### src/hw/rtl/rbi_pkg.sv
// ============================================================================
// rbi_pkg
// Types, constants and helper functions shared by the ray/box test pipeline.
// ============================================================================
package rbi_pkg;

    localparam int FRAC_BITS = 16;
    localparam int W         = 32;
    // Magnitude of (plane - origin) scaled by 2^FRAC_BITS.
    localparam int NUM_W      = W + 1 + FRAC_BITS;
    localparam int DIV_STAGES = (NUM_W + 1) / 2;
    localparam int NUM_PAD    = 2 * DIV_STAGES;
    localparam int PAD_Z      = NUM_PAD - NUM_W;

    localparam logic signed [W-1:0] S_MAX = {1'b0, {(W-1){1'b1}}};
    localparam logic signed [W-1:0] S_MIN = {1'b1, {(W-1){1'b0}}};
    // -1.0 in fixed point.
    localparam logic signed [W-1:0] T_NONE = -(W'(1) <<< FRAC_BITS);

    typedef logic [2:0][W-1:0] t_vec3;

    typedef struct packed {
        logic [W-1:0] box_min_x;
        logic [W-1:0] box_min_y;
        logic [W-1:0] box_min_z;
        logic [W-1:0] box_max_x;
        logic [W-1:0] box_max_y;
        logic [W-1:0] box_max_z;
        logic [W-1:0] ray_org_x;
        logic [W-1:0] ray_org_y;
        logic [W-1:0] ray_org_z;
        logic [W-1:0] ray_dir_x;
        logic [W-1:0] ray_dir_y;
        logic [W-1:0] ray_dir_z;
    } t_in_beat;

    typedef struct packed {
        logic         is_hit;
        logic [W-1:0] hit_x;
        logic [W-1:0] hit_y;
        logic [W-1:0] hit_z;
    } t_out_beat;

    // Ray context carried alongside the arithmetic.
    typedef struct packed {
        t_vec3      lo;
        t_vec3      hi;
        t_vec3      org;
        t_vec3      dir;
        t_vec3      plane;
        logic       in_box;
        logic [2:0] div_ok;
        logic [2:0] q_neg;
    } t_ctx;

    typedef struct packed {
        logic [W:0]         rem;
        logic [NUM_PAD-1:0] num;
        logic [NUM_PAD-1:0] quo;
        logic [W-1:0]       den;
    } t_lane;

    // One restoring division step: shift in a numerator bit, subtract if it fits.
    function automatic t_lane div_step(input t_lane l);
        t_lane      r;
        logic [W:0] sh;
        sh = {l.rem[W-1:0], l.num[NUM_PAD-1]};
        r  = l;
        r.num = {l.num[NUM_PAD-2:0], 1'b0};
        if (sh >= {1'b0, l.den}) begin
            r.rem = sh - {1'b0, l.den};
            r.quo = {l.quo[NUM_PAD-2:0], 1'b1};
        end else begin
            r.rem = sh;
            r.quo = {l.quo[NUM_PAD-2:0], 1'b0};
        end
        return r;
    endfunction

    function automatic logic [W-1:0] sat64(input logic signed [2*W-1:0] v);
        logic [W-1:0] r;
        if (v > 64'(S_MAX)) begin
            r = S_MAX;
        end else if (v < 64'(S_MIN)) begin
            r = S_MIN;
        end else begin
            r = v[W-1:0];
        end
        return r;
    endfunction

    function automatic logic [W-1:0] sat33(input logic signed [W:0] v);
        logic [W-1:0] r;
        if (v[W] != v[W-1]) begin
            r = v[W] ? S_MIN : S_MAX;
        end else begin
            r = v[W-1:0];
        end
        return r;
    endfunction

endpackage

### src/hw/rtl/rbi_classify.sv
// ============================================================================
// rbi_classify
// Slab classification and divider operand setup, one register stage.
// ============================================================================
module rbi_classify (
    input  logic              i_clk,
    input  logic              i_rst_n,
    input  logic              i_adv,
    input  logic              i_valid,
    input  rbi_pkg::t_in_beat i_beat,
    output logic              o_valid,
    output rbi_pkg::t_ctx     o_ctx,
    output rbi_pkg::t_lane    o_lane [3]
);
    import rbi_pkg::*;

    logic   r_valid;
    t_ctx   r_ctx,  n_ctx;
    t_lane  r_lane [3];
    t_lane  n_lane [3];

    always_comb begin
        logic signed [W:0] diff;
        logic [W:0]        mag;
        logic [W-1:0]      dmag;
        n_ctx.lo  = {i_beat.box_min_z, i_beat.box_min_y, i_beat.box_min_x};
        n_ctx.hi  = {i_beat.box_max_z, i_beat.box_max_y, i_beat.box_max_x};
        n_ctx.org = {i_beat.ray_org_z, i_beat.ray_org_y, i_beat.ray_org_x};
        n_ctx.dir = {i_beat.ray_dir_z, i_beat.ray_dir_y, i_beat.ray_dir_x};
        n_ctx.in_box = 1'b1;
        for (int i = 0; i < 3; i++) begin
            n_ctx.plane[i] = '0;
            n_ctx.div_ok[i] = 1'b0;
            // Below min is tested first; an inverted box is left below min, else right.
            if ($signed(n_ctx.org[i]) < $signed(n_ctx.lo[i])) begin
                n_ctx.plane[i]  = n_ctx.lo[i];
                n_ctx.div_ok[i] = |n_ctx.dir[i];
                n_ctx.in_box    = 1'b0;
            end else if ($signed(n_ctx.org[i]) > $signed(n_ctx.hi[i])) begin
                n_ctx.plane[i]  = n_ctx.hi[i];
                n_ctx.div_ok[i] = |n_ctx.dir[i];
                n_ctx.in_box    = 1'b0;
            end
            diff = $signed({n_ctx.plane[i][W-1], n_ctx.plane[i]})
                 - $signed({n_ctx.org[i][W-1], n_ctx.org[i]});
            mag  = diff[W] ? (W+1)'(-diff) : diff;
            dmag = n_ctx.dir[i][W-1] ? W'(-$signed(n_ctx.dir[i])) : n_ctx.dir[i];
            n_ctx.q_neg[i] = diff[W] ^ n_ctx.dir[i][W-1];
            n_lane[i].rem = '0;
            n_lane[i].quo = '0;
            n_lane[i].num = {{PAD_Z{1'b0}}, mag, {FRAC_BITS{1'b0}}};
            n_lane[i].den = n_ctx.div_ok[i] ? dmag : W'(1);
        end
    end

    always_ff @(posedge i_clk) begin
        if (!i_rst_n) begin
            r_valid <= 1'b0;
        end else if (i_adv) begin
            r_valid <= i_valid;
        end
    end

    always_ff @(posedge i_clk) begin
        if (i_adv) begin
            r_ctx <= n_ctx;
            for (int i = 0; i < 3; i++) begin
                r_lane[i] <= n_lane[i];
            end
        end
    end

    assign o_valid = r_valid;
    assign o_ctx   = r_ctx;
    assign o_lane  = r_lane;

endmodule

### config.mk
export PLATFORM = sky130hd
export DESIGN_NAME = rbi_classify
export DESIGN_NICKNAME = d
export VERILOG_FILES = /design/src/hw/rtl/rbi_pkg.sv /design/src/hw/rtl/rbi_classify.sv
export SDC_FILE = /design/constraint.sdc
export NUM_CORES = 1
export LEC_CHECK = 0
export BUFFER_PORTS_ARGS = -buffer_cell sky130_fd_sc_hd__buf_2
export CAP_MARGIN = 20
export CORE_AREA = 2 2 529 531
export CTS_BUF_LIST = sky130_fd_sc_hd__clkbuf_8
export DETAILED_ROUTE_END_ITERATION = 12
export DIE_AREA = 0 0 531 533
export SKIP_CTS_REPAIR_TIMING = 1
export SLEW_MARGIN = 20
export SYNTH_ARGS = -nofsm -noshare
export SYNTH_HDL_FRONTEND = slang
export SYNTH_SLANG_ARGS = --single-unit
### constraint.sdc
create_clock -name i_clk -period 8.7 [get_ports i_clk]
set_input_delay 0.87 -clock i_clk [delete_from_list [all_inputs] [get_ports i_clk]]
set_output_delay 0.87 -clock i_clk [all_outputs]
set_load 0.02 [all_outputs]
==> impl_metrics.py, run 1 <==
metrics = {
    "run_status": {
        "outcome": "finished, final reports clean",
    },
    "pwr": {
        "power.total_uw": 12500,
        "vdd_ir_drop_max_mv": 0.138,
        "cellPowerDensity_mw_per_mm2": 245,
        "p_leak_uw": 0.0220,
    },
    "clocking": {
        "clkSlewWorstSetupHoldPaths_ns": 0.06,
        "h-tree-depth": 4,
        "insertion_delay_ns": 0.90,
        "cts_buffer_depth": 4,
        "root_buffer": "clkbuf_8",
        "cts_tree": "done",
        "cts_sinks": 683,
        "cts_buffers": 139,
    },
    "sta": {
        "holdWs_ns": 0.171,
        "rsz0062_at_grt": "false",
        "tightest_slew_ns": 1.10,
        "setup_tns_ns": 0,
        "fin_crit_sh": 0.880,
        "max_freq_mhz": 131,
        "setup_violations": 0,
        "finClkSkew_ns": 0,
        "slew_headroom": 0.270,
        "period_minus_slack_ns": 7.66,
        "hold_violations": 0,
        "finalMaxSlewViolations": 0,
    },
    "hold_path": {
        "hold_path_depth": 1,
        "hold_end": "o_ctx[358]",
        "min_from": "i_beat[255]",
        "min_path_type": "primary input to register",
    },
    "run": {
        "drv_cap": 0,
    },
    "worst_setup_path": {
        "end_kind": "register",
        "reg2reg_depth": 2,
        "crit_required_ns": 9.35,
        "critical_path_class": "primary input to register",
        "crit_path_max_fanout": 15,
        "cp-start-kind": "primary input",
        "worst_r2r_endpoint": "o_valid",
        "critical_path_arrival_ns": 8.31,
        "r2r_start": "o_valid",
        "r2r_slack_ns": 8.11,
        "critPathLaunch": "i_beat[145]",
    },
    "grt": {
        "grt_pass1_wl_mm": 261,
        "grt_use_total": 0.137,
        "antenna_found_initial": 40,
        "grt_pass1_vias": 29319,
        "grt_start_max_net_pins": 165,
        "grt_overflow": 0,
    },
    "finish": {
        "layout_common_cells": "buf_2 (1069), edfxtp_1 (682), inv_1 (356), conb_1 (300), ha_1 (291)",
        "finalNetCount": 5285,
        "layout_commonest_cell": "buf_2",
        "drive_above_1_share": 0.289,
        "post-route-util": 0.183,
        "areaGrowthSynthToFinish_pct": 30.4,
    },
    "placement": {
        "dp_hpwl_mm": 173,
        "io_buffers": 1070,
        "routabilityCongestion": 0.929,
    },
    "floorplanning": {
        "initial_core_util": 0.141,
        "die_w_um": 531,
        "pin_count": 1371,
        "placementRows": 194,
        "core_mm2": 0.278,
        "die_y_um": 533,
        "die_area_mm2": 0.283,
    },
    "yosys": {
        "avgSynthCellArea_um2": 11.4,
        "synthFlopType": "edfxtp_1",
        "synth_mux_area_frac": 0.00183,
        "yosysUniqueCellTypes": 95,
        "yosys.area_share.xor_xnor": 0.0569,
        "synth_top_family_by_area": "compound AO/OA/AOI/OAI gates",
        "synthAdderAreaFrac": 0.0947,
        "synth-edff-count": 682,
        "synth_compound_area_frac": 0.131,
        "synth_simple_gate_area_share": 0.0924,
        "ys_seq_area_frac": 0.525,
        "synth-seq-cells": 683,
        "ys_async_sr_fraction": 0,
        "synth.cell_area_mm2": 0.0391,
        "yosys_warnings": 0,
        "synthCells": 3425,
    },
    "drt": {
        "drc": 0,
        "dr.pass1.iters": 6,
        "via_count": 31538,
        "avgViaCountPerCell": 3.74,
        "wl_mm": 204,
        "drtIter0Drc": 2362,
        "ant_nets": 0,
        "routedWlPerCell_um": 24.1,
    },
}
[cell usage after synthesis (48+ instances only)]
library cell	instances	area (µm²)
clkbuf_1	69	259
edfxtp_1	682	20500
a22o_1	64	561
buf_4	301	2260
o31ai_1	65	488
nand2_1	185	694
nand4_1	48	300
ha_1	291	3640
xor2_1	152	1330
xnor2_1	102	893
a21o_1	111	833
inv_1	325	1220
o21ai_0	112	561
a21oi_1	161	806
nor2_1	219	822
[routing by layer]
layer  global-route usage  up-vias  wire length, µm
met5                    0        -               41
met4               0.0644        8             9070
met3               0.0553      275            23100
met2                0.220     1708            93800
met1                0.157    15249            77700
li1                     -    14298                -
[power breakdown]
| group | internal [µW] | total (µW) | switching [µW] |
|---|---|---|---|
| sequential | 4280 | 4440 | 161 |
| combinational | 1280 | 4550 | 3270 |
| clock | 1900 | 3510 | 1610 |
| total | 7450 | 12500 | 5040 |
[final cells by class]
class	instances	area, µm²
repair buffers	1123	5810
diodes	21	52.6
clock inverters	95	785
well taps	3724	4660
clock buffers	141	1940
fillers	30826	227000
flip-flops and latches	683	20500
multi-input cells	2331	16000
inverters	325	1220
[metrics by stage]
stage                     setup slack [ns]  instance area (µm²)  std cells
after floorplan                       1.89                40200       3724
after global placement               0.112                48200       8186
after detailed placement             0.428                48200       8186
after CTS                             1.46                50900       8422
after global routing                 0.803                50900       8442
final                                 1.04                51000       8443
[cells by family after synthesis]
logic type,after synthesis
simple gates,739
fa+ha+maj,294
buf+inv,710
mux,7
compound gates,737
other cells,1
xor+xnor,254
flops,683
[how the worst max path moves through the flow]
stage,endpoint,slack [ns]
finish,o_lane[295],1.04
detailed placement,o_lane[291],0.43
CTS,o_lane[295],1.46
floorplan,o_lane[129],1.89
global placement,o_lane[295],0.11
global route,o_lane[287],0.80
[registers in the layout (all words and copies together) (netlist names)]
| name | flops |
|---|---|
| o_valid | 1 |
| o_lane | 195 |
| o_ctx | 487 |
[critical path, cell delays in order]
cell	delay (ns)
buf_2	0.17
ha_1	0.32
a21o_1	0.16
a21oi_1	0.13
nor2b_1	0.05
o21ai_0	0.16
nand2b_1	0.13
a2111oi_2	0.87
a21oi_1	0.13
and3b_1	0.53
nor2b_4	0.52
a22o_1	0.24
ha_1	0.33
a21o_1	0.31
a221oi_2	0.54
o21ai_1	0.25
xnor2_1	0.36
o2111ai_1	0.31
nor4b_2	0.53
nand4_1	0.46
or3_1	0.52
nor4_1	0.40
(Power assumes the default switching activity.)
==> run 2, diff against run 1 <==
GPL_TIMING_DRIVEN = 0   (was unset)
==> impl_metrics.py, run 2 (synthesis gave the netlist of run 1 again) <==
metrics = {
    "run_status": {
        "outcome": "finished, final reports clean",
    },
    "grt": {
        "grt_overflow": 0,
        "grtUsageMet2": 0.231,
        "use_met3": 0.0508,
        "busiest_layer": "met2",
        "grt_pass1_wl_mm": 268,
        "met1_usage": 0.163,
        "grt_use_total": 0.140,
        "grt_start_max_net_pins": 100,
        "grt_pass1_vias": 30664,
        "antenna_found_initial": 52,
    },
    "pwr": {
        "vdd_ir_drop_max_mv": 0.127,
        "cellPowerDensity_mw_per_mm2": 237,
        "switchingPower_uw": 5190,
        "comb_power_share": 0.379,
        "seq_power_share": 0.349,
        "p_leak_uw": 0.0236,
        "power.total_uw": 12600,
        "pwr-share-clk": 0.273,
        "p_int_uw": 7410,
        "p_sw_frac": 0.412,
    },
    "clocking": {
        "cts_buffers": 140,
        "cts_buffer_depth": 4,
        "cts_tree": "done",
        "insertion_delay_ns": 0.88,
        "clkSlewWorstSetupHoldPaths_ns": 0.06,
        "root_buffer": "clkbuf_8",
        "cts_sinks": 683,
        "h-tree-depth": 4,
    },
    "worst_setup_path": {
        "critical_path_arrival_ns": 9.19,
        "cp-start-kind": "primary input",
        "crit_path_max_fanout": 10,
        "end_kind": "register",
        "reg2reg_depth": 2,
        "crit_top_cell": "a21o_1",
        "r2r_slack_ns": 8.11,
        "cpPeakStageDelay_ns": 0.75,
        "critical_path_class": "primary input to register",
        "crit_required_ns": 9.32,
        "cp_slowest_cell": "nor4_1",
    },
    "finish": {
        "layout_commonest_cell": "buf_2",
        "areaGrowthSynthToFinish_pct": 36.3,
        "layout_common_cells": "buf_2 (1077), edfxtp_1 (682), inv_1 (352), buf_4 (303), conb_1 (300)",
        "multi_input_area_mm2": 0.0160,
        "layout.area.seq_mm2": 0.0205,
        "drive_above_1_share": 0.326,
        "largest_reg_flops": 487,
        "fillers": 30763,
        "finalNetCount": 5629,
        "design_area_mm2": 0.0533,
    },
    "hold_path": {
        "hold_path_depth": 1,
        "min_path_type": "primary input to register",
    },
    "floorplanning": {
        "die_w_um": 531,
        "die_y_um": 533,
        "core_mm2": 0.278,
        "die_area_mm2": 0.283,
        "pin_count": 1371,
        "placementRows": 194,
        "initial_core_util": 0.141,
    },
    "sta": {
        "fin_crit_sh": 0.986,
        "holdWs_ns": 0.176,
        "finalMaxSlewViolations": 0,
        "period_minus_slack_ns": 8.58,
        "hold_violations": 0,
        "slew_headroom": 0.176,
        "max_freq_mhz": 117,
        "setup_violations": 0,
        "rsz0062_at_grt": "false",
        "tightest_slew_ns": 1.23,
        "finClkSkew_ns": 0,
    },
    "drt": {
        "drtIter0Drc": 2394,
        "drc": 0,
        "wl_mm": 208,
        "via_count": 32399,
        "routedWlPerCell_um": 23.6,
        "ant_nets": 0,
        "dr.pass1.iters": 5,
        "avgViaCountPerCell": 3.69,
    },
    "run": {
        "drv_cap": 0,
    },
    "placement": {
        "io_buffers": 1070,
        "dp_hpwl_mm": 177,
        "routabilityCongestion": 0.910,
        "dpl-instance-area_mm2": 0.0505,
    },
}
run 2: changes by cell type in the layout (fill, tap and decap cells not counted), sizes merged:
| cell | previous run | this run |
|---|---|---|
| clkbuf | 141 | 210 |
| bufinv | 13 | 9 |
| buf | 1123 | 1396 |
| inv | 360 | 359 |
| dlygate4sd1 | 0 | 1 |
| clkinv | 39 | 46 |
| diode | 21 | 20 |
run 2: stage by stage:
step	std cells	TNS, ns	worst slack, ns	util
after CTS	8767	-2.10	-0.248	0.191
after global routing	8778	0	0.00869	0.192
after floorplan	3724	0	1.89	-
after global placement	8518	-3454.96	-5.07	0.181
final	8787	0	0.123	0.192
after detailed placement	8529	-79.18	-1.28	0.182
run 2: worst paths after layout:
kind            endpoint         from
max          o_lane[292]  i_beat[345]
min           o_ctx[482]  i_beat[315]
max reg2reg      o_valid      o_valid
min reg2reg      o_valid      o_valid
run 2: worst max-delay path, delay by kind of cell:
kind	cells	cell delay, ns
muxes	1	0.22
and+or+nand+nor	6	2.42
xor gates and xnor gates	1	0.13
buffers and inverters	6	1.19
adders and majority gates	3	0.89
AOI/OAI and AO/OA	12	3.44
run 2: area by class of cell:
| type | count | share of cell area |
|---|---|---|
| sequential | 683 | 0.385 |
| multi-input combinational | 2331 | 0.299 |
| timing repair buffer | 1082 | 0.105 |
| tap | 3724 | 0.0875 |
| buffer | 384 | 0.0492 |
| clock buffer | 141 | 0.0364 |
| inverter | 325 | 0.0229 |
| clock inverter | 97 | 0.0135 |
| antenna | 20 | 0.000940 |
run 2: metal layers:
layer  wire length [µm]  part of all wire  vias up
li1                   -                 -    14981
met2              97700              0.47     1672
met3              21400              0.10      290
met4               7370             0.035       10
met5                 56           0.00027        -
met1              81200              0.39    15446
run 2: power groups by stage:
| stage | sequential [µW] | combinational (µW) | clock [µW] |
|---|---|---|---|
| 2_1_floorplan | 5100 | 1940 | 0 |
| 3_3_place_gp | 4520 | 4770 | 0 |
| 3_5_place_dp | 4460 | 4780 | 0 |
| 4_1_cts | 4400 | 4800 | 3610 |
| 5_1_grt | 4440 | 5110 | 3710 |
| 6_report | 4390 | 4770 | 3430 |
