<file path="src/hw/rtl/rbi_pkg.sv">
// ============================================================================
// rbi_pkg
// Types, constants and helper functions shared by the ray/box test pipeline.
// ============================================================================
package rbi_pkg;

    localparam int FRAC_BITS = 16;
    localparam int W         = 32;
    // Magnitude of (plane - origin) scaled by 2^FRAC_BITS.
    localparam int NUM_W      = W + 1 + FRAC_BITS;
    localparam int DIV_STAGES = (NUM_W + 1) / 2;
    localparam int NUM_PAD    = 2 * DIV_STAGES;
    localparam int PAD_Z      = NUM_PAD - NUM_W;

    localparam logic signed [W-1:0] S_MAX = {1'b0, {(W-1){1'b1}}};
    localparam logic signed [W-1:0] S_MIN = {1'b1, {(W-1){1'b0}}};
    // -1.0 in fixed point.
    localparam logic signed [W-1:0] T_NONE = -(W'(1) <<< FRAC_BITS);

    typedef logic [2:0][W-1:0] t_vec3;

    typedef struct packed {
        logic [W-1:0] box_min_x;
        logic [W-1:0] box_min_y;
        logic [W-1:0] box_min_z;
        logic [W-1:0] box_max_x;
        logic [W-1:0] box_max_y;
        logic [W-1:0] box_max_z;
        logic [W-1:0] ray_org_x;
        logic [W-1:0] ray_org_y;
        logic [W-1:0] ray_org_z;
        logic [W-1:0] ray_dir_x;
        logic [W-1:0] ray_dir_y;
        logic [W-1:0] ray_dir_z;
    } t_in_beat;

    typedef struct packed {
        logic         is_hit;
        logic [W-1:0] hit_x;
        logic [W-1:0] hit_y;
        logic [W-1:0] hit_z;
    } t_out_beat;

    // Ray context carried alongside the arithmetic.
    typedef struct packed {
        t_vec3      lo;
        t_vec3      hi;
        t_vec3      org;
        t_vec3      dir;
        t_vec3      plane;
        logic       in_box;
        logic [2:0] div_ok;
        logic [2:0] q_neg;
    } t_ctx;

    typedef struct packed {
        logic [W:0]         rem;
        logic [NUM_PAD-1:0] num;
        logic [NUM_PAD-1:0] quo;
        logic [W-1:0]       den;
    } t_lane;

    // One restoring division step: shift in a numerator bit, subtract if it fits.
    function automatic t_lane div_step(input t_lane l);
        t_lane      r;
        logic [W:0] sh;
        sh = {l.rem[W-1:0], l.num[NUM_PAD-1]};
        r  = l;
        r.num = {l.num[NUM_PAD-2:0], 1'b0};
        if (sh >= {1'b0, l.den}) begin
            r.rem = sh - {1'b0, l.den};
            r.quo = {l.quo[NUM_PAD-2:0], 1'b1};
        end else begin
            r.rem = sh;
            r.quo = {l.quo[NUM_PAD-2:0], 1'b0};
        end
        return r;
    endfunction

    function automatic logic [W-1:0] sat64(input logic signed [2*W-1:0] v);
        logic [W-1:0] r;
        if (v > 64'(S_MAX)) begin
            r = S_MAX;
        end else if (v < 64'(S_MIN)) begin
            r = S_MIN;
        end else begin
            r = v[W-1:0];
        end
        return r;
    endfunction

    function automatic logic [W-1:0] sat33(input logic signed [W:0] v);
        logic [W-1:0] r;
        if (v[W] != v[W-1]) begin
            r = v[W] ? S_MIN : S_MAX;
        end else begin
            r = v[W-1:0];
        end
        return r;
    endfunction

endpackage

</file>
<file path="src/hw/rtl/rbi_select.sv">
// ============================================================================
// rbi_select
// Signs and saturates the distances, then picks the largest one.
// ============================================================================
module rbi_select (
    input  logic                          i_clk,
    input  logic                          i_rst_n,
    input  logic                          i_adv,
    input  logic                          i_valid,
    input  rbi_pkg::t_ctx                 i_ctx,
    input  rbi_pkg::t_lane                i_lane [3],
    output logic                          o_valid,
    output rbi_pkg::t_ctx                 o_ctx,
    output logic signed [rbi_pkg::W-1:0]  o_t,
    output logic [1:0]                    o_best
);
    import rbi_pkg::*;

    logic                r_valid;
    t_ctx                r_ctx;
    logic signed [W-1:0] r_t, n_t;
    logic [1:0]          r_best, n_best;
    logic signed [W-1:0] t [3];

    always_comb begin
        logic [NUM_PAD-1:0] q;
        for (int i = 0; i < 3; i++) begin
            q = i_lane[i].quo;
            if (!i_ctx.div_ok[i]) begin
                t[i] = T_NONE;
            end else if (i_ctx.q_neg[i]) begin
                if ((|q[NUM_PAD-1:W]) || (q[W-1] && (|q[W-2:0]))) begin
                    t[i] = S_MIN;
                end else begin
                    t[i] = W'(-$signed(q[W-1:0]));
                end
            end else begin
                t[i] = (|q[NUM_PAD-1:W-1]) ? S_MAX : $signed(q[W-1:0]);
            end
        end
        // The lowest axis wins a tie.
        n_best = 2'd0;
        n_t    = t[0];
        if (n_t < t[1]) begin
            n_best = 2'd1;
            n_t    = t[1];
        end
        if (n_t < t[2]) begin
            n_best = 2'd2;
            n_t    = t[2];
        end
    end

    always_ff @(posedge i_clk) begin
        if (!i_rst_n) begin
            r_valid <= 1'b0;
        end else if (i_adv) begin
            r_valid <= i_valid;
        end
    end

    always_ff @(posedge i_clk) begin
        if (i_adv) begin
            r_ctx  <= i_ctx;
            r_t    <= n_t;
            r_best <= n_best;
        end
    end

    assign o_valid = r_valid;
    assign o_ctx   = r_ctx;
    assign o_t     = r_t;
    assign o_best  = r_best;

endmodule

</file>
<file path="config.mk">
export PLATFORM = sky130hd
export DESIGN_NAME = rbi_select
export DESIGN_NICKNAME = d
export VERILOG_FILES = /design/src/hw/rtl/rbi_pkg.sv /design/src/hw/rtl/rbi_select.sv
export SDC_FILE = /design/constraint.sdc
export NUM_CORES = 1
export LEC_CHECK = 0
export BUFFER_PORTS_ARGS = -buffer_cell sky130_fd_sc_hd__buf_4
export CELL_PAD_IN_SITES_DETAIL_PLACEMENT = 0
export CELL_PAD_IN_SITES_GLOBAL_PLACEMENT = 1
export CORE_AREA = 5 5 586 588
export CTS_CLUSTER_DIAMETER = 50
export DETAILED_ROUTE_END_ITERATION = 12
export DIE_AREA = 0 0 591 593
export HOLD_SLACK_MARGIN = 0.08
export PLACE_DENSITY = 0.36
export SYNTH_ARGS = -nofsm -noshare
export SYNTH_HDL_FRONTEND = slang
export SYNTH_SLANG_ARGS = --single-unit
</file>
<file path="constraint.sdc">
create_clock -name i_clk -period 7.5 [get_ports i_clk]
set_input_delay 0.75 -clock i_clk [delete_from_list [all_inputs] [get_ports i_clk]]
set_output_delay 0.75 -clock i_clk [all_outputs]
set_load 0.03 [all_outputs]
</file>
==> results of run 1 <==
registers in the layout, indices dropped and copies added, names as in the netlist:
register and flops:
o_ctx 487, o_best 2, o_t 32, o_valid 1
cells by family (layout without fill, tap and decap cells):
kind of cell | after synthesis | in the layout | share of synthesized area
AO/OA/AOI/OAI | 299 | 299 | 0.0969
XOR/XNOR | 3 | 3 | 0.00122
adder cells (fa/ha/maj) | 65 | 65 | 0.0379
buffers and inverters | 99 | 2263 | 0.0189
flip-flops | 522 | 522 | 0.730
multiplexers | 41 | 41 | 0.0196
other | 0 | 50 | 0
AND/OR/NAND/NOR | 395 | 395 | 0.0956
per-stage QoR:
step	std cells	utilization	power, uW
CTS	8108	0.140	12100
global route	8152	0.141	12300
floorplan	1424	-	4480
global placement	7420	0.113	5980
detailed placement	7420	0.113	5970
finish	8174	0.141	11800
critical path: cells and delay by family:
family          cells  cell delay [ns]
compound gates     10             2.02
fa+ha+maj           2             0.53
buf+inv             8             1.22
mux                 1             0.11
simple gates       12             3.04
repair_timing:
item / 4_1_cts / 5_1_grt
hold buffers: 460 / 0
pin swaps: 0 / 23
hold endpoints to repair: 459 / 0
buffers inserted: 0 / 15
cloned: 0 / 1
gates resized for setup: 3 / 65
endpoints found under the setup margin: 3 / 34
worst min path at each step:
stage | from | endpoint | slack, ns
5_1_grt | i_ctx[102] | o_ctx[102] | 0.10
4_1_cts | i_ctx[102] | o_ctx[102] | 0.08
3_3_place_gp | o_valid | o_valid | 0.52
3_5_place_dp | o_valid | o_valid | 0.51
2_1_floorplan | o_valid | o_valid | 0.64
6_report | i_ctx[214] | o_ctx[214] | 0.17
layout make-up:
| cell class | instances | area (sq um) | area share |
|---|---|---|---|
| diodes | 50 | 125 | 0.00262 |
| clock buffers | 130 | 3150 | 0.0660 |
| clock inverters | 98 | 1070 | 0.0225 |
| inverters | 61 | 234 | 0.00490 |
| multi-input cells | 803 | 5720 | 0.120 |
| flip-flops and latches | 522 | 15700 | 0.328 |
| well taps | 4536 | 5680 | 0.119 |
| repair buffers | 1974 | 16100 | 0.337 |
cell usage after synthesis (4+ instances only):
cell type	count
mux2i_1	38
clkbuf_1	27
a21oi_2	6
o21a_1	9
nand4_1	19
or4_1	17
nand3_1	21
nand2b_1	15
a211oi_1	7
o311a_1	10
o211ai_1	12
a31oi_1	14
nand3b_1	5
nor3_1	44
o31ai_1	10
a21o_1	22
inv_1	57
or3_1	24
a221oi_1	25
nor2_1	99
nor4_1	25
buf_2	7
nor3b_1	7
nand2_1	78
a21oi_1	63
o21ai_0	56
nor2b_1	12
edfxtp_1	521
ha_1	65
o311ai_0	5
or2_2	7
and2_1	4
o221ai_1	13
o22ai_1	8
routing by layer:
metal	vias up	track usage	share of wire
met4	42	0.0313	0.034
met5	-	0	0.0013
li1	9938	-	-
met3	353	0.0396	0.084
met2	1181	0.188	0.47
met1	10914	0.139	0.41
power breakdown:
part | total (uW) | internal, uW | switching (uW)
Combinational | 2560 | 1020 | 1540
Sequential | 3620 | 3510 | 113
Clock | 5610 | 3550 | 2060
==> run metrics, run 1 <==
status complete, no violations; Yosys top cell area share 0.729; RSZ-0062 raised after global routing false; Site Rows 214; Tcrit/Tclk final 0.961; average size of a mapped cell 15.1 sq um; setup slack, reg-to-reg 6.34 ns; FF-to-FF Start o_valid; Gate Count Post-Synth 1,424; CP required 7.99 ns; top_reg_cell synth edfxtp_1; Pre-antenna DRT Iters 7; critical-path cell with the highest stage delay or4_1; R2R Path End o_valid; Worst Path Arrival 7.69 ns; setup ws final about 0.29 ns; vias in the first global route 22,758; max-slew violations 0; clk buf depth 4; Tmin final roughly 7 ns; clk sinks 522; sequential share of the synthesized area 0.730; CTS buffer count 124; relative slew slack 0.321; DP Wirelength between 150,000 and 200,000 microns; number of enable flip-flop cells after synthesis between 500 and 600; synthesis-stage register bit count 522; Worst Setup Start Kind input pin; DR vias/cell 2.74; sum of negative setup slack 0 ns; largest net degree at the start of global routing 151; Setup WS pre-CTS -0.985 ns; first-pass GRT wire length around 260,000 microns; max-cap violation count 0; Syn-to-layout area delta 122%; commonest non-fill, non-tap cell in the layout buf_4; die height about 590 microns; Cell variety after synth 79; CP Launch Point i_lane[206]; Antenna Nets Post-Route 0; GRT Util Overall 0.113; Critical Path End Type flop; Routability Congestion 0.823; HP Class in -> reg; core area 338,000 sq um; routed length per instance approximately 26 microns; final-report setup violation count 0; FMAX 0.139 GHz; hold path cells 1; syn nets 2,475; die width ~590 microns; PD cells 247 nW/um^2; ranking of synthesized cells by area edfxtp_1 73%, ha_1 3.8%, mux2i_1 1.8%, nor2_1 1.7%, a21oi_1 1.5%; Final Hold Slack 0.173 ns; Routed WL 211,000 microns; root buffer cell clkbuf_16; Final Hold Viols 0; Overflow after GRT 0; final layout net count roughly 4,500; Worst-path clk slew 0.05 ns; initial antenna violation count 175; Crit Path Max Fanout 7; Crit Path Category in -> reg; IO Port Bufs 1,162; Critical Path Sink o_t[20]; layout cells sized above 1 0.506; Post-Layout Inst Area 47,700 sq um; R2R depth 3; Worst Clk Skew 0 ns; Ports 1,508; CP max stage delay 0.47 ns; dominant cell type by area after synthesis edfxtp_1; most frequent cells in the layout 1,502 x buf_4, 521 x edfxtp_1, 460 x dlygate4sd3_1; fill count 38,145; Worst path most repeated cell buf_4; Lkg Pwr roughly 0.019 uW; number of remaining DRC errors 0; Peak supply drop 0.205 mV; htree depth 3; via count 22,428; YS warnings 0; Initial Utilization 0.0635; Post-Synthesis Cell Area 21,500 sq um; Clock Latency Late Sink around 0.90 ns; Iteration-0 DRC Markers ~1,200; die area approximately 350,000 sq um; Slew @ Worst Pin 1.02 ns; Async S/R FF share, synth 0; Placement Cell Area 38,300 sq um; CTS tree yes
(Power assumes the default switching activity.)
==> run 2, diff against run 1 <==
--- a/config.mk
+++ b/config.mk
@@ -12,6 +12,7 @@
 export CTS_CLUSTER_DIAMETER = 50
 export DETAILED_ROUTE_END_ITERATION = 12
 export DIE_AREA = 0 0 591 593
+export GPL_TIMING_DRIVEN = 0
 export HOLD_SLACK_MARGIN = 0.08
 export PLACE_DENSITY = 0.36
 export SYNTH_ARGS = -nofsm -noshare
==> run 2 against run 1 <==
Combinational power is essentially flat. Register-to-register slack improved by 0.55 ns. Clock power fell by 1%. Design area is 2.7% lower. Clock-buffer cell count did not move. Hold slack better by 0.010 ns. Largest power group unchanged. Non-clock buffer count shrank 247. Clock skew stayed put. Sequential power barely moved. Via count shrank 3.6%. Critical path depth is the same. Routed wire length fell by 0.95%.
==> run metrics, run 2 (synthesis results as in run 1) <==
Antenna Nets Post-Route 0 (unchanged); vias in the first global route 21,837 (was 22,758); R2R depth 2 (was 3); Worst-path clk slew 0.05 ns (about the same); Final Hold Viols 0 (unchanged); number of remaining DRC errors 0 (unchanged); PD cells 251 nW/um^2 (was 247 nW/um^2); max-slew violations 0 (unchanged); Worst Clk Skew 0 ns (unchanged); GR Util met3 0.0410 (was 0.0396); Pre-antenna DRT Iters 5 (was 7); clk sinks 522 (unchanged); CTS buffer count 121 (was 124); Lkg Pwr 0.0173 uW (was 0.0185 uW); Tmin final 7.38 ns (was 7.21 ns); die height 593 microns (unchanged); CP max stage delay 0.57 ns (was 0.47 ns); via count 21,615 (was 22,428); final layout net count 4,287 (was 4,537); Worst Setup Start Kind input pin (unchanged); root buffer cell clkbuf_16 (unchanged); Post-Layout Inst Area 46,400 sq um (was 47,700 sq um); Critical Path End Type flop (unchanged); Clock Latency Late Sink 0.82 ns (was 0.90 ns); status complete, no violations (unchanged); Ports 1,508 (unchanged); die width 591 microns (unchanged); DP Wirelength 179,000 microns (was 182,000 microns); die area 350,000 sq um (unchanged); Placement Cell Area 36,100 sq um (was 38,300 sq um); htree depth 3 (unchanged); fill count 38,135 (was 38,145); met2 Use GR 0.187 (was 0.188); Iteration-0 DRC Markers 1,205 (was 1,245); relative slew slack 0.0982 (was 0.321); Syn-to-layout area delta 116% (was 122%); hold path cells 1 (unchanged); setup ws final 0.123 ns (was 0.294 ns); CTS tree yes (unchanged); Initial Utilization 0.0635 (unchanged); HP Class in -> reg (unchanged); Peak supply drop 0.198 mV (was 0.205 mV); clk buf depth 4 (unchanged); first-pass GRT wire length 252,000 microns (was 258,000 microns); Setup WS pre-CTS -2.56 ns (was -0.985 ns); Overflow after GRT 0 (unchanged); max FFs per register 487 (unchanged); GRT Util Overall 0.112 (was 0.113); sum of negative setup slack 0 ns (unchanged); max-cap violation count 0 (unchanged); met1 Usage GRT 0.134 (was 0.139); Crit Path Max Fanout 8 (was 7); largest net degree at the start of global routing 109 (was 151); CP required 8.09 ns (was 7.99 ns); Slew @ Worst Pin 1.34 ns (was 1.02 ns); R2R Path End o_valid (unchanged); core area 338,000 sq um (unchanged); IO Port Bufs 1,162 (unchanged); Tcrit/Tclk final 0.984 (was 0.961); commonest non-fill, non-tap cell in the layout buf_4 (unchanged); setup slack, reg-to-reg 6.89 ns (was 6.34 ns); Worst Path Arrival 7.97 ns (was 7.69 ns); Crit Path Category in -> reg (unchanged); layout cells sized above 1 0.473 (was 0.506); Site Rows 214 (unchanged); critical-path cell with the highest stage delay or4_4 (was or4_1); routed length per instance 26.3 microns (was 25.8 microns); Critical Path Sink o_t[22] (was o_t[20]); CP Launch Point i_lane[382] (was i_lane[206]); DR vias/cell 2.72 (was 2.74); final-report setup violation count 0 (unchanged); RSZ-0062 raised after global routing true (was false); FF-to-FF Start o_valid (unchanged); Final Util 0.137 (was 0.141); initial antenna violation count 173 (was 175); Routed WL 209,000 microns (was 211,000 microns); Tot Pwr 11,700 uW (was 11,800 uW); FMAX 0.136 GHz (was 0.139 GHz); most frequent cells in the layout 1,194 x buf_4, 521 x edfxtp_1, 480 x dlygate4sd3_1 (was 1,502 x buf_4, 521 x edfxtp_1, 460 x dlygate4sd3_1); busiest grt layer met2 (unchanged); Routability Congestion 0.824 (was 0.823)
==> run 2: power by group <==
group          internal (uW)  switching (uW)  leakage [uW]
clock network           3450            2090       0.00199
logic                    959            1570        0.0102
registers               3500             103       0.00511
total                   7910            3760        0.0173
==> run 2: stage by stage <==
step           hold slack, ns  std cells
2_1_floorplan           0.640       1424
3_5_place_dp            0.521       7127
3_3_place_gp            0.517       7122
5_1_grt                 0.106       7913
6_report                0.184       7934
4_1_cts                0.0802       7844
==> run 2: what timing repair did <==
action                                  in CTS  in global routing
pin swaps                                   13                 39
gates cloned                                 1                  1
hold buffers                               480                  0
endpoints found under the setup margin      34                 34
endpoints found under the hold margin      480                  0
buffers inserted                            11                 29
resized for setup                           91                109
==> run 2: worst max-delay path: cells and delay by family <==
| kind | cells | cell delay [ns] |
|---|---|---|
| buffers and inverters | 8 | 0.93 |
| adders and majority gates | 2 | 0.69 |
| and+or+nand+nor | 11 | 3.13 |
| muxes | 2 | 0.52 |
| xor gates and xnor gates | 1 | 0.16 |
| AOI/OAI and AO/OA | 9 | 1.78 |
==> run 2: layout make-up <==
| cell class | count | area [sq um] | share of cell area |
|---|---|---|---|
| clock buffers | 130 | 3060 | 0.0659 |
| multi-input cells | 803 | 6230 | 0.134 |
| inverters | 61 | 236 | 0.00509 |
| clock inverters | 95 | 1090 | 0.0234 |
| diodes | 60 | 150 | 0.00323 |
| plain buffers | 38 | 258 | 0.00555 |
| repair buffers | 1689 | 14100 | 0.303 |
| flip-flops and latches | 522 | 15700 | 0.337 |
| well taps | 4536 | 5680 | 0.122 |
==> run 2: worst min path at each step <==
stage	startpoint	endpoint
final	i_ctx[284]	o_ctx[284]
after CTS	i_ctx[284]	o_ctx[284]
after floorplan	o_valid	o_valid
after detailed placement	o_valid	o_valid
after global placement	o_valid	o_valid
after global routing	i_ctx[284]	o_ctx[284]
==> run 2: routing by layer <==
layer	wire length, microns	part of all wire
met2	98000	0.47
met3	18300	0.088
met4	7160	0.034
met1	85000	0.41
met5	251	0.0012
